[config.mk]
export PLATFORM = sky130hd
export DESIGN_NAME = calendar_clock_with_prescaler_unit_flat
export DESIGN_NICKNAME = d
export VERILOG_FILES = /design/src/hw/rtl/calclk_pkg.sv /design/src/hw/rtl/calclk_chan_if.sv /design/src/hw/rtl/calclk_csr.sv /design/src/hw/rtl/calclk_core.sv /design/src/hw/rtl/calendar_clock_with_prescaler_unit.sv /design/src/flat_wrapper.sv
export SDC_FILE = /design/constraint.sdc
export NUM_CORES = 1
export LEC_CHECK = 0
export BUFFER_PORTS_ARGS = -buffer_cell sky130_fd_sc_hd__buf_2
export CORE_ASPECT_RATIO = 1.25
export CORE_MARGIN = 2
export CORE_UTILIZATION = 50
export DETAILED_ROUTE_END_ITERATION = 16
export HOLD_SLACK_MARGIN = 0.02
export PLACE_DENSITY = 0.74
export SYNTH_ARGS = -nofsm -noshare
export SYNTH_HDL_FRONTEND = slang
export SYNTH_SLANG_ARGS = --single-unit
[constraint.sdc]
create_clock -name clock -period 18.8 [get_ports clock]
set_input_delay 1.88 -clock clock [delete_from_list [all_inputs] [get_ports clock]]
set_output_delay 1.88 -clock clock [all_outputs]
set_load 0.01 [all_outputs]
[src/hw/rtl/calclk_pkg.sv]
// Shared widths, reset values, operation codes and calendar helpers for the
// calendar clock with prescaler. No dependencies; every other file uses it.
package calclk_pkg;

   localparam int TICKS_PER_SECOND = 100;
   localparam int PRESCALE_W       = $clog2(TICKS_PER_SECOND);

   localparam int SEC_W   = 6;
   localparam int MIN_W   = 6;
   localparam int HOUR_W  = 5;
   localparam int DAY_W   = 5;
   localparam int MONTH_W = 4;
   localparam int YEAR_W  = 14;

   localparam int CSR_ADDR_W = 3;
   localparam int CSR_DATA_W = 32;

   // Register index, taken from the word address bit of paddr
   typedef enum logic [0:0] {
      CSR_IDX_CLOCK_ENABLE = 1'b0
   } csr_idx_type;

   typedef enum logic [0:0] {
      OP_TICK = 1'b0,
      OP_LOAD = 1'b1
   } op_type;

   localparam logic [SEC_W:0]    SEC_LIMIT   = (SEC_W+1)'(60);
   localparam logic [MIN_W:0]    MIN_LIMIT   = (MIN_W+1)'(60);
   localparam logic [HOUR_W:0]   HOUR_LIMIT  = (HOUR_W+1)'(24);
   localparam logic [MONTH_W:0]  MONTH_LAST  = (MONTH_W+1)'(12);
   localparam logic [YEAR_W:0]   YEAR_LAST   = (YEAR_W+1)'(9999);

   localparam logic [SEC_W-1:0]   RESET_SECOND = '0;
   localparam logic [MIN_W-1:0]   RESET_MINUTE = '0;
   localparam logic [HOUR_W-1:0]  RESET_HOUR   = '0;
   localparam logic [DAY_W-1:0]   RESET_DAY    = DAY_W'(1);
   localparam logic [MONTH_W-1:0] RESET_MONTH  = MONTH_W'(1);
   localparam logic [YEAR_W-1:0]  RESET_YEAR   = YEAR_W'(1980);

   // Gregorian leap rule. y / 100 comes from a reciprocal multiply
   // (5243 / 2^19), exact over the whole 14-bit range.
   function automatic logic leap_year(input logic [YEAR_W-1:0] y);
      logic [26:0] prod;
      logic [7:0]  q100;
      logic [YEAR_W:0] back;
      prod = 27'(y) * 27'(5243);
      q100 = prod[26:19];
      back = (YEAR_W+1)'({q100, 6'b0}) + (YEAR_W+1)'({q100, 5'b0})
           + (YEAR_W+1)'({q100, 2'b0});
      return (y[1:0] == 2'b00) &&
             ((back != {1'b0, y}) || (q100[1:0] == 2'b00));
   endfunction

   // Month outside 1..12 counts as 31 days
   function automatic logic [DAY_W-1:0] month_days(input logic [MONTH_W-1:0] m,
                                                   input logic leap);
      logic [DAY_W-1:0] d;
      unique case (m)
         4'd2:                      d = leap ? DAY_W'(29) : DAY_W'(28);
         4'd4, 4'd6, 4'd9, 4'd11:   d = DAY_W'(30);
         default:                   d = DAY_W'(31);
      endcase
      return d;
   endfunction

   localparam logic RESET_LEAP = leap_year(RESET_YEAR);

endpackage

[src/hw/rtl/calclk_chan_if.sv]
// Valid/ready channel interfaces for request and response beats.
// Depends on calclk_pkg for field widths and the operation code.
interface calclk_req_if;
   logic                            valid;
   logic                            ready;
   calclk_pkg::op_type              operation;
   logic [calclk_pkg::SEC_W-1:0]    load_second;
   logic [calclk_pkg::MIN_W-1:0]    load_minute;
   logic [calclk_pkg::HOUR_W-1:0]   load_hour;
   logic [calclk_pkg::DAY_W-1:0]    load_day;
   logic [calclk_pkg::MONTH_W-1:0]  load_month;
   logic [calclk_pkg::YEAR_W-1:0]   load_year;

   modport source (
      output valid, operation, load_second, load_minute, load_hour,
             load_day, load_month, load_year,
      input  ready
   );
   modport sink (
      input  valid, operation, load_second, load_minute, load_hour,
             load_day, load_month, load_year,
      output ready
   );
endinterface

interface calclk_rsp_if;
   logic                            valid;
   logic                            ready;
   logic [calclk_pkg::SEC_W-1:0]    second;
   logic [calclk_pkg::MIN_W-1:0]    minute;
   logic [calclk_pkg::HOUR_W-1:0]   hour;
   logic [calclk_pkg::DAY_W-1:0]    day;
   logic [calclk_pkg::MONTH_W-1:0]  month;
   logic [calclk_pkg::YEAR_W-1:0]   year;
   logic                            second_pulse;

   modport source (
      output valid, second, minute, hour, day, month, year, second_pulse,
      input  ready
   );
   modport sink (
      input  valid, second, minute, hour, day, month, year, second_pulse,
      output ready
   );
endinterface

[src/hw/rtl/calclk_csr.sv]
// APB-style register block: holds the internal clock enable.
// Depends on calclk_pkg.
module calclk_csr (
   input  logic                              clock,
   input  logic                              reset,
   input  logic                              csr_psel,
   input  logic                              csr_penable,
   input  logic                              csr_pwrite,
   input  logic [calclk_pkg::CSR_ADDR_W-1:0] csr_paddr,
   input  logic [calclk_pkg::CSR_DATA_W-1:0] csr_pwdata,
   output logic [calclk_pkg::CSR_DATA_W-1:0] csr_prdata,
   output logic                              csr_pready,
   output logic                              clock_enable
);

   logic enable_ff;
   logic enable_in;
   logic sel_enable;
   logic wr_fire;

   // Word address bit picks the register; byte offset bits are ignored
   assign sel_enable = (calclk_pkg::csr_idx_type'(csr_paddr[2])
                        == calclk_pkg::CSR_IDX_CLOCK_ENABLE);
   assign wr_fire    = csr_psel && csr_penable && csr_pwrite;
   assign csr_pready = 1'b1;

   always_comb begin
      enable_in = enable_ff;
      if (wr_fire && sel_enable) begin
         enable_in = csr_pwdata[0];
      end
   end

   always_ff @(posedge clock) begin
      if (reset) begin
         enable_ff <= 1'b1;
      end else begin
         enable_ff <= enable_in;
      end
   end

   assign csr_prdata   = sel_enable ? calclk_pkg::CSR_DATA_W'(enable_ff) : '0;
   assign clock_enable = enable_ff;

endmodule

[src/hw/rtl/calclk_core.sv]
// Prescaler and calendar datapath: input register, single-pass carry chain,
// result register. Depends on calclk_pkg and the channel interfaces.
module calclk_core (
   input  logic          clock,
   input  logic          reset,
   input  logic          clock_enable,
   calclk_req_if.sink    req_chan,
   calclk_rsp_if.source  rsp_chan
);

   localparam int PW = calclk_pkg::PRESCALE_W;

   // Input register
   logic                            in_valid_ff;
   calclk_pkg::op_type              in_op_ff;
   logic [calclk_pkg::SEC_W-1:0]    in_sec_ff;
   logic [calclk_pkg::MIN_W-1:0]    in_min_ff;
   logic [calclk_pkg::HOUR_W-1:0]   in_hour_ff;
   logic [calclk_pkg::DAY_W-1:0]    in_day_ff;
   logic [calclk_pkg::MONTH_W-1:0]  in_month_ff;
   logic [calclk_pkg::YEAR_W-1:0]   in_year_ff;
   logic                            in_leap_ff;

   // Calendar state
   logic [PW-1:0]                   presc_ff, presc_in;
   logic [calclk_pkg::SEC_W-1:0]    sec_ff, sec_in;
   logic [calclk_pkg::MIN_W-1:0]    min_ff, min_in;
   logic [calclk_pkg::HOUR_W-1:0]   hour_ff, hour_in;
   logic [calclk_pkg::DAY_W-1:0]    day_ff, day_in;
   logic [calclk_pkg::MONTH_W-1:0]  month_ff, month_in;
   logic [calclk_pkg::YEAR_W-1:0]   year_ff, year_in;
   logic                            leap_ff, leap_in;

   // Result register
   logic                            out_valid_ff;
   logic                            out_pulse_ff;
   logic                            pulse_in;
   logic [calclk_pkg::SEC_W-1:0]    out_sec_ff;
   logic [calclk_pkg::MIN_W-1:0]    out_min_ff;
   logic [calclk_pkg::HOUR_W-1:0]   out_hour_ff;
   logic [calclk_pkg::DAY_W-1:0]    out_day_ff;
   logic [calclk_pkg::MONTH_W-1:0]  out_month_ff;
   logic [calclk_pkg::YEAR_W-1:0]   out_year_ff;

   logic advance;
   logic work;
   logic in_ready;

   logic [PW:0]                     presc_inc;
   logic                            tick_done;
   logic [calclk_pkg::SEC_W:0]      sec_inc;
   logic [calclk_pkg::MIN_W:0]      min_inc;
   logic [calclk_pkg::HOUR_W:0]     hour_inc;
   logic [calclk_pkg::DAY_W:0]      day_inc;
   logic [calclk_pkg::MONTH_W:0]    month_inc;
   logic [calclk_pkg::YEAR_W:0]     year_inc;
   logic sec_wrap, min_wrap, hour_wrap, day_wrap, month_wrap, year_wrap;
   logic c_min, c_hour, c_day, c_month, c_year;

   assign advance  = !out_valid_ff || rsp_chan.ready;
   assign work     = in_valid_ff && advance;
   assign in_ready = !in_valid_ff || advance;
   assign req_chan.ready = in_ready;

   always_ff @(posedge clock) begin
      if (reset) begin
         in_valid_ff <= 1'b0;
      end else if (in_ready) begin
         in_valid_ff <= req_chan.valid;
      end
   end

   always_ff @(posedge clock) begin
      if (in_ready && req_chan.valid) begin
         in_op_ff    <= req_chan.operation;
         in_sec_ff   <= req_chan.load_second;
         in_min_ff   <= req_chan.load_minute;
         in_hour_ff  <= req_chan.load_hour;
         in_day_ff   <= req_chan.load_day;
         in_month_ff <= req_chan.load_month;
         in_year_ff  <= req_chan.load_year;
         in_leap_ff  <= calclk_pkg::leap_year(req_chan.load_year);
      end
   end

   // Next state: a load of the time fields, or a prescaler step with the carry chain for one second
   always_comb begin
      presc_inc = {1'b0, presc_ff} + (PW+1)'(1);
      tick_done = presc_inc >= (PW+1)'(calclk_pkg::TICKS_PER_SECOND);

      sec_inc   = {1'b0, sec_ff} + (calclk_pkg::SEC_W+1)'(1);
      min_inc   = {1'b0, min_ff} + (calclk_pkg::MIN_W+1)'(1);
      hour_inc  = {1'b0, hour_ff} + (calclk_pkg::HOUR_W+1)'(1);
      day_inc   = {1'b0, day_ff} + (calclk_pkg::DAY_W+1)'(1);
      month_inc = {1'b0, month_ff} + (calclk_pkg::MONTH_W+1)'(1);
      year_inc  = {1'b0, year_ff} + (calclk_pkg::YEAR_W+1)'(1);

      sec_wrap   = sec_inc >= calclk_pkg::SEC_LIMIT;
      min_wrap   = min_inc >= calclk_pkg::MIN_LIMIT;
      hour_wrap  = hour_inc >= calclk_pkg::HOUR_LIMIT;
      day_wrap   = day_inc > {1'b0, calclk_pkg::month_days(month_ff, leap_ff)};
      month_wrap = month_inc > calclk_pkg::MONTH_LAST;
      year_wrap  = year_inc > calclk_pkg::YEAR_LAST;

      c_min   = sec_wrap;
      c_hour  = c_min && min_wrap;
      c_day   = c_hour && hour_wrap;
      c_month = c_day && day_wrap;
      c_year  = c_month && month_wrap;

      presc_in = presc_ff;
      sec_in   = sec_ff;
      min_in   = min_ff;
      hour_in  = hour_ff;
      day_in   = day_ff;
      month_in = month_ff;
      year_in  = year_ff;
      pulse_in = 1'b0;

      if (in_op_ff == calclk_pkg::OP_LOAD) begin
         sec_in   = in_sec_ff;
         min_in   = in_min_ff;
         hour_in  = in_hour_ff;
         day_in   = in_day_ff;
         month_in = in_month_ff;
         year_in  = in_year_ff;
      end else begin
         presc_in = tick_done ? '0 : presc_inc[PW-1:0];
         pulse_in = tick_done;
         if (tick_done && clock_enable) begin
            sec_in = sec_wrap ? '0 : sec_inc[calclk_pkg::SEC_W-1:0];
            if (c_min) begin
               min_in = min_wrap ? '0 : min_inc[calclk_pkg::MIN_W-1:0];
            end
            if (c_hour) begin
               hour_in = hour_wrap ? '0 : hour_inc[calclk_pkg::HOUR_W-1:0];
            end
            if (c_day) begin
               day_in = day_wrap ? calclk_pkg::DAY_W'(1)
                                 : day_inc[calclk_pkg::DAY_W-1:0];
            end
            if (c_month) begin
               month_in = month_wrap ? calclk_pkg::MONTH_W'(1)
                                     : month_inc[calclk_pkg::MONTH_W-1:0];
            end
            if (c_year) begin
               year_in = year_wrap ? '0 : year_inc[calclk_pkg::YEAR_W-1:0];
            end
         end
      end
   end

   // A load brings its leap flag along; otherwise refresh it from the year.
   // The flag follows a year increment in the cycle after it, when the month is January.
   assign leap_in = (work && (in_op_ff == calclk_pkg::OP_LOAD))
                  ? in_leap_ff : calclk_pkg::leap_year(year_ff);

   always_ff @(posedge clock) begin
      if (reset) begin
         presc_ff <= '0;
         sec_ff   <= calclk_pkg::RESET_SECOND;
         min_ff   <= calclk_pkg::RESET_MINUTE;
         hour_ff  <= calclk_pkg::RESET_HOUR;
         day_ff   <= calclk_pkg::RESET_DAY;
         month_ff <= calclk_pkg::RESET_MONTH;
         year_ff  <= calclk_pkg::RESET_YEAR;
         leap_ff  <= calclk_pkg::RESET_LEAP;
      end else begin
         leap_ff <= leap_in;
         if (work) begin
            presc_ff <= presc_in;
            sec_ff   <= sec_in;
            min_ff   <= min_in;
            hour_ff  <= hour_in;
            day_ff   <= day_in;
            month_ff <= month_in;
            year_ff  <= year_in;
         end
      end
   end

   always_ff @(posedge clock) begin
      if (reset) begin
         out_valid_ff <= 1'b0;
      end else if (advance) begin
         out_valid_ff <= in_valid_ff;
      end
   end

   always_ff @(posedge clock) begin
      if (work) begin
         out_pulse_ff <= pulse_in;
         out_sec_ff   <= sec_in;
         out_min_ff   <= min_in;
         out_hour_ff  <= hour_in;
         out_day_ff   <= day_in;
         out_month_ff <= month_in;
         out_year_ff  <= year_in;
      end
   end

   assign rsp_chan.valid        = out_valid_ff;
   assign rsp_chan.second       = out_sec_ff;
   assign rsp_chan.minute       = out_min_ff;
   assign rsp_chan.hour         = out_hour_ff;
   assign rsp_chan.day          = out_day_ff;
   assign rsp_chan.month        = out_month_ff;
   assign rsp_chan.year         = out_year_ff;
   assign rsp_chan.second_pulse = out_pulse_ff;

`ifndef SYNTH
   a_presc_range: assert property (@(posedge clock) disable iff (reset)
      presc_ff < PW'(calclk_pkg::TICKS_PER_SECOND))
      else $error("prescaler out of range");

   a_load_no_pulse: assert property (@(posedge clock) disable iff (reset)
      (work && (in_op_ff == calclk_pkg::OP_LOAD)) |=> !out_pulse_ff)
      else $error("second pulse on a load beat");

   a_tick_pulse: assert property (@(posedge clock) disable iff (reset)
      (work && (in_op_ff == calclk_pkg::OP_TICK)
       && (presc_ff == PW'(calclk_pkg::TICKS_PER_SECOND - 1)))
      |=> (out_pulse_ff && (presc_ff == '0)))
      else $error("prescaler wrap missed");

   a_leap_after_load: assert property (@(posedge clock) disable iff (reset)
      (work && (in_op_ff == calclk_pkg::OP_LOAD))
      |=> (leap_ff == calclk_pkg::leap_year(year_ff)))
      else $error("leap flag stale after load");
`endif

endmodule

[src/hw/rtl/calendar_clock_with_prescaler_unit.sv]
// Calendar clock with prescaler: top level. Depends on calclk_pkg,
// the channel interfaces, calclk_csr and calclk_core.
//
// Each request beat is a 10 ms tick or a time load, and each produces exactly
// one response beat with the calendar after it. The unit takes one beat per
// clock cycle while responses are taken. A request accepted at a clock edge
// sits in the input register. From there it passes the prescaler and the
// second-to-year carry chain into the result register, which holds the
// response valid until it is taken. While a response waits to be taken, the
// request side accepts one more beat into the input register and then holds
// ready low until the response moves. The leap flag for the current year
// sits in a register beside the calendar so that the carry chain never waits
// on the leap computation. Register 0 (byte address 0, bit 0) enables
// calendar advance and resets to 1; the prescaler and second_pulse run
// regardless. Write it only while no beat is in flight.
module calendar_clock_with_prescaler_unit (
   input  logic                              clock,
   input  logic                              reset,
   calclk_req_if.sink                        req_chan,
   calclk_rsp_if.source                      rsp_chan,
   input  logic                              csr_psel,
   input  logic                              csr_penable,
   input  logic                              csr_pwrite,
   input  logic [calclk_pkg::CSR_ADDR_W-1:0] csr_paddr,
   input  logic [calclk_pkg::CSR_DATA_W-1:0] csr_pwdata,
   output logic [calclk_pkg::CSR_DATA_W-1:0] csr_prdata,
   output logic                              csr_pready
);

   logic clock_enable;

   calclk_csr u_csr (
      .clock        (clock),
      .reset        (reset),
      .csr_psel     (csr_psel),
      .csr_penable  (csr_penable),
      .csr_pwrite   (csr_pwrite),
      .csr_paddr    (csr_paddr),
      .csr_pwdata   (csr_pwdata),
      .csr_prdata   (csr_prdata),
      .csr_pready   (csr_pready),
      .clock_enable (clock_enable)
   );

   calclk_core u_core (
      .clock        (clock),
      .reset        (reset),
      .clock_enable (clock_enable),
      .req_chan     (req_chan),
      .rsp_chan     (rsp_chan)
   );

endmodule

[src/flat_wrapper.sv]
// flat-port wrapper written by rule: the top's interface ports become plain ports
module calendar_clock_with_prescaler_unit_flat 
  (clock, reset, csr_psel, csr_penable, csr_pwrite, csr_paddr, csr_pwdata, csr_prdata, csr_pready, req_chan_valid, req_chan_operation, req_chan_load_second, req_chan_load_minute, req_chan_load_hour, req_chan_load_day, req_chan_load_month, req_chan_load_year, req_chan_ready, rsp_chan_valid, rsp_chan_second, rsp_chan_minute, rsp_chan_hour, rsp_chan_day, rsp_chan_month, rsp_chan_year, rsp_chan_second_pulse, rsp_chan_ready);
  calclk_req_if req_chan_i ();
  calclk_rsp_if rsp_chan_i ();
  input  logic clock;
  input  logic reset;
  input  logic csr_psel;
  input  logic csr_penable;
  input  logic csr_pwrite;
  input  logic [calclk_pkg::CSR_ADDR_W-1:0] csr_paddr;
  input  logic [calclk_pkg::CSR_DATA_W-1:0] csr_pwdata;
  output logic [calclk_pkg::CSR_DATA_W-1:0] csr_prdata;
  output logic csr_pready;
  input wire logic [$bits(req_chan_i.valid)-1:0] req_chan_valid;
  input wire logic [$bits(req_chan_i.operation)-1:0] req_chan_operation;
  input wire logic [$bits(req_chan_i.load_second)-1:0] req_chan_load_second;
  input wire logic [$bits(req_chan_i.load_minute)-1:0] req_chan_load_minute;
  input wire logic [$bits(req_chan_i.load_hour)-1:0] req_chan_load_hour;
  input wire logic [$bits(req_chan_i.load_day)-1:0] req_chan_load_day;
  input wire logic [$bits(req_chan_i.load_month)-1:0] req_chan_load_month;
  input wire logic [$bits(req_chan_i.load_year)-1:0] req_chan_load_year;
  output wire logic [$bits(req_chan_i.ready)-1:0] req_chan_ready;
  output wire logic [$bits(rsp_chan_i.valid)-1:0] rsp_chan_valid;
  output wire logic [$bits(rsp_chan_i.second)-1:0] rsp_chan_second;
  output wire logic [$bits(rsp_chan_i.minute)-1:0] rsp_chan_minute;
  output wire logic [$bits(rsp_chan_i.hour)-1:0] rsp_chan_hour;
  output wire logic [$bits(rsp_chan_i.day)-1:0] rsp_chan_day;
  output wire logic [$bits(rsp_chan_i.month)-1:0] rsp_chan_month;
  output wire logic [$bits(rsp_chan_i.year)-1:0] rsp_chan_year;
  output wire logic [$bits(rsp_chan_i.second_pulse)-1:0] rsp_chan_second_pulse;
  input wire logic [$bits(rsp_chan_i.ready)-1:0] rsp_chan_ready;
  assign req_chan_i.valid = req_chan_valid;
  assign req_chan_i.operation = req_chan_operation;
  assign req_chan_i.load_second = req_chan_load_second;
  assign req_chan_i.load_minute = req_chan_load_minute;
  assign req_chan_i.load_hour = req_chan_load_hour;
  assign req_chan_i.load_day = req_chan_load_day;
  assign req_chan_i.load_month = req_chan_load_month;
  assign req_chan_i.load_year = req_chan_load_year;
  assign req_chan_ready = req_chan_i.ready;
  assign rsp_chan_valid = rsp_chan_i.valid;
  assign rsp_chan_second = rsp_chan_i.second;
  assign rsp_chan_minute = rsp_chan_i.minute;
  assign rsp_chan_hour = rsp_chan_i.hour;
  assign rsp_chan_day = rsp_chan_i.day;
  assign rsp_chan_month = rsp_chan_i.month;
  assign rsp_chan_year = rsp_chan_i.year;
  assign rsp_chan_second_pulse = rsp_chan_i.second_pulse;
  assign rsp_chan_i.ready = rsp_chan_ready;
  calendar_clock_with_prescaler_unit u_core (.clock(clock), .reset(reset), .req_chan(req_chan_i), .rsp_chan(rsp_chan_i), .csr_psel(csr_psel), .csr_penable(csr_penable), .csr_pwrite(csr_pwrite), .csr_paddr(csr_paddr), .csr_pwdata(csr_pwdata), .csr_prdata(csr_prdata), .csr_pready(csr_pready));
endmodule
==> impl_metrics.sql <==
INSERT INTO impl_metrics (metric_group, metric, value, unit) VALUES
('timing', 'worstMarginPinSlew', '1.09', 'ns'),
('setup_path', 'worstReg2RegEnd', 'u_core.u_core.leap_ff', ''),
('logic_synthesis', 'synth_seq_area_share', '23.1', '%'),
('logic_synthesis', 'synth_edf_count', '83', ''),
('routing', 'top_layer', 'met4', ''),
('routing', 'routed_wl_per_cell', '16.8', 'µm'),
('logic_synthesis', 'yosys_warnings', '0', ''),
('logic_synthesis', 'synth_top_family_by_area', 'adder cells', ''),
('logic_synthesis', 'synthesis.area', '15200', 'µm²'),
('outcome', 'status', 'finished clean', ''),
('grt', 'grt_pass1_wl', '57400', 'µm'),
('die', 'initial_utilization', '50.6', '%'),
('logic_synthesis', 'synth_top_cell_by_area', 'ha_1', ''),
('finish', 'antenna_cells', '0', ''),
('logic_synthesis', 'flip_flop_and_latch_count_after_synthesis', '134', ''),
('clock_tree', 'clock_tree.htree_level_count', '4', ''),
('timing', 'finalHoldWorstSlack', '0.507', 'ns'),
('routing', 'drc', '0', ''),
('logic_synthesis', 'synth-xor-area-share', '3.40', '%'),
('die', 'core_outline_area', '30000', 'µm²'),
('setup_path', 'start_kind', 'input port', ''),
('placed_design', 'place_congestion', '0.899', ''),
('power_and_ir_drop', 'cellLeakagePower', '0.00770', 'µW'),
('setup_path', 'worst-r2r-cell-count', '28', ''),
('grt', 'grt-ovfl-total', '0', ''),
('finish', 'area_delta_synth_final', '8.55', '%'),
('clock_tree', 'cts_hold_buf', '0', ''),
('grt', 'initial_antenna_violation_count', '0', ''),
('finish', 'num-nets-final', '2109', ''),
('logic_synthesis', 'synth_top_cell_area_share', '20.2', '%'),
('timing', 'period_minus_ws_final', '9.73', 'ns'),
('routing', 'drt_pass1_iterations', '5', ''),
('setup_path', 'crit_path_max_incr_delay', '0.54', 'ns'),
('setup_path', 'worst_ep_required_time', '18.95', 'ns'),
('clock_tree', 'cts_max_path_buffers', '2', ''),
('logic_synthesis', 'synthArstFlopShare', '0', '%'),
('logic_synthesis', 'syn-instance-count', '1581', ''),
('timing', 'final.setup_skew', '0.0179', 'ns'),
('clock_tree', 'tritoncts_num_sinks', '134', ''),
('power_and_ir_drop', 'powerDensity', '163', 'nW/µm²'),
('routing', 'avgViaCountPerCell', '5.64', ''),
('clock_tree', 'post_cts.resized_instances', '0', ''),
('logic_synthesis', 'synth_area_leaders', 'ha_1 (20%), fa_1 (18%), edfxtp_1 (16%)', ''),
('setup_path', 'cp_data_arrival_time', '9.88', 'ns'),
('timing', 'fin_tns_setup', '0', 'ns'),
('die', 'die_width', '160', 'µm'),
('grt', 'grtUsageTotal', '22.5', '%'),
('placed_design', 'port_buffers', '93', ''),
('clock_tree', 'insertion_delay_to_the_later_sink_of_the_worst_skew_pair', '0.43', 'ns'),
('die', 'chip_height', '199', 'µm'),
('die', 'placementRows', '71', ''),
('clock_tree', 'tritoncts_clock_tree', 'built', ''),
('worst_hold_path', 'min_delay_path_depth', '2', ''),
('setup_path', 'end_kind', 'flop', ''),
('logic_synthesis', 'synth_top_cells_by_count', 'inv_1 (263), ha_1 (245), fa_1 (136)', ''),
('routing', 'drt.antenna.violating_nets', '0', ''),
('routing', 'wirelength_met1', '14200', 'µm'),
('logic_synthesis', 'synthAdderAreaFrac', '38.2', '%'),
('setup_path', 'timing.rr.start', 'u_core.u_core.year_ff[6]', ''),
('logic_synthesis', 'post_synth.cell_area_avg', '9.60', 'µm²'),
('clock_tree', 'cts_root_buffer', 'clkbuf_16', ''),
('routing', 'wl_met2', '18200', 'µm'),
('timing', 'worst_slew_margin_rel', '26.6', '%'),
('logic_synthesis', 'synthesized_area_fraction_occupied_by_ao_oa_aoi_and_oai_cells', '13.6', '%'),
('clock_tree', 'tritoncts.num_buffers', '17', ''),
('timing', 'final_max_slew_viol_count', '0', ''),
('setup_path', 'internal_reg_to_reg_setup_slack', '10.85', 'ns'),
('die', 'io-pin-count', '159', ''),
('grt', 'number_of_global_route_vias_before_repair', '11717', ''),
('grt', 'pin_count_of_the_biggest_net_entering_global_routing', '82', ''),
('logic_synthesis', 'synth.most_common_cell', 'inv_1', '');
## kinds of logic after synthesis
family / after synthesis
xor+xnor: 59
other cells: 2
compound gates: 309
mux: 19
simple gates: 326
flops: 134
buf+inv: 350
fa+ha+maj: 382
## metrics by stage
stage | setup slack, ns | power (µW)
2_1_floorplan | 9.84 | 1910
3_3_place_gp | 8.73 | 2260
3_5_place_dp | 8.70 | 2320
4_1_cts | 9.12 | 2690
5_1_grt | 8.52 | 2990
6_report | 9.07 | 2690
## power breakdown
part / leakage, µW / internal [µW] / switching [µW]
Sequential: 0.00121 / 330 / 18.3
Combinational: 0.00618 / 870 / 1120
Clock: 0.000305 / 213 / 138
## layout make-up
class	count	area (µm²)
multi-input cells	1127	10300
repair buffers	100	518
fillers	2681	13500
flip-flops and latches	134	3510
well taps	401	502
clock buffers	18	429
inverters	265	996
clock inverters	14	188
## worst max-delay path: cells and delay by family
kind / cells / cell delay [ns]
xor+xnor: 1 / 0.26
simple gates: 4 / 1.10
buf+inv: 6 / 0.63
fa+ha+maj: 8 / 3.61
compound gates: 10 / 2.40
## routing by layer
metal	up-vias	global-route usage [%]
li1	5527	-
met1	5717	27.5
met2	302	41.0
met3	61	2.65
met4	0	7.77
met5	-	0
## worst max path at each step
stage | from | slack, ns | cells past startpoint | to
floorplan | req_chan_load_year[11] | 9.84 | 28 | u_core.u_core.in_leap_ff
global placement | req_chan_load_year[11] | 8.73 | 29 | u_core.u_core.in_leap_ff
detailed placement | req_chan_load_year[11] | 8.70 | 29 | u_core.u_core.in_leap_ff
CTS | req_chan_load_year[11] | 9.12 | 29 | u_core.u_core.in_leap_ff
global route | req_chan_load_year[11] | 8.52 | 30 | u_core.u_core.in_leap_ff
finish | req_chan_load_year[12] | 9.07 | 29 | u_core.u_core.in_leap_ff
## cell usage in the layout (no fill, tap or decap), types with 32 or more instances in the layout
master / synthesis / layout
nand3_1: 40 / 40
o21ai_0: 70 / 70
nor2_1: 66 / 66
xnor2_1: 36 / 36
inv_1: 263 / 262
edfxtp_1: 83 / 83
conb_1: 2 / 32
ha_1: 245 / 245
fa_1: 136 / 136
buf_2: 6 / 93
dfxtp_1: 51 / 51
a21oi_1: 71 / 71
nand2_1: 98 / 98
## sequential cells by signal, summed over array words and instances, names as in the netlist, 6 cells and up
name and flops:
u_core.u_core.rsp_chan.second 6, u_core.u_core.sec_ff 6, u_core.u_core.min_ff 6, u_core.u_core.rsp_chan.minute 6, u_core.u_core.presc_ff 7, u_core.u_core.in_min_ff 6
u_core.u_core.rsp_chan.year 14, u_core.u_core.in_sec_ff 6, u_core.u_core.year_ff 14, u_core.u_core.in_year_ff 14
Power figures use the tool's default switching activity.
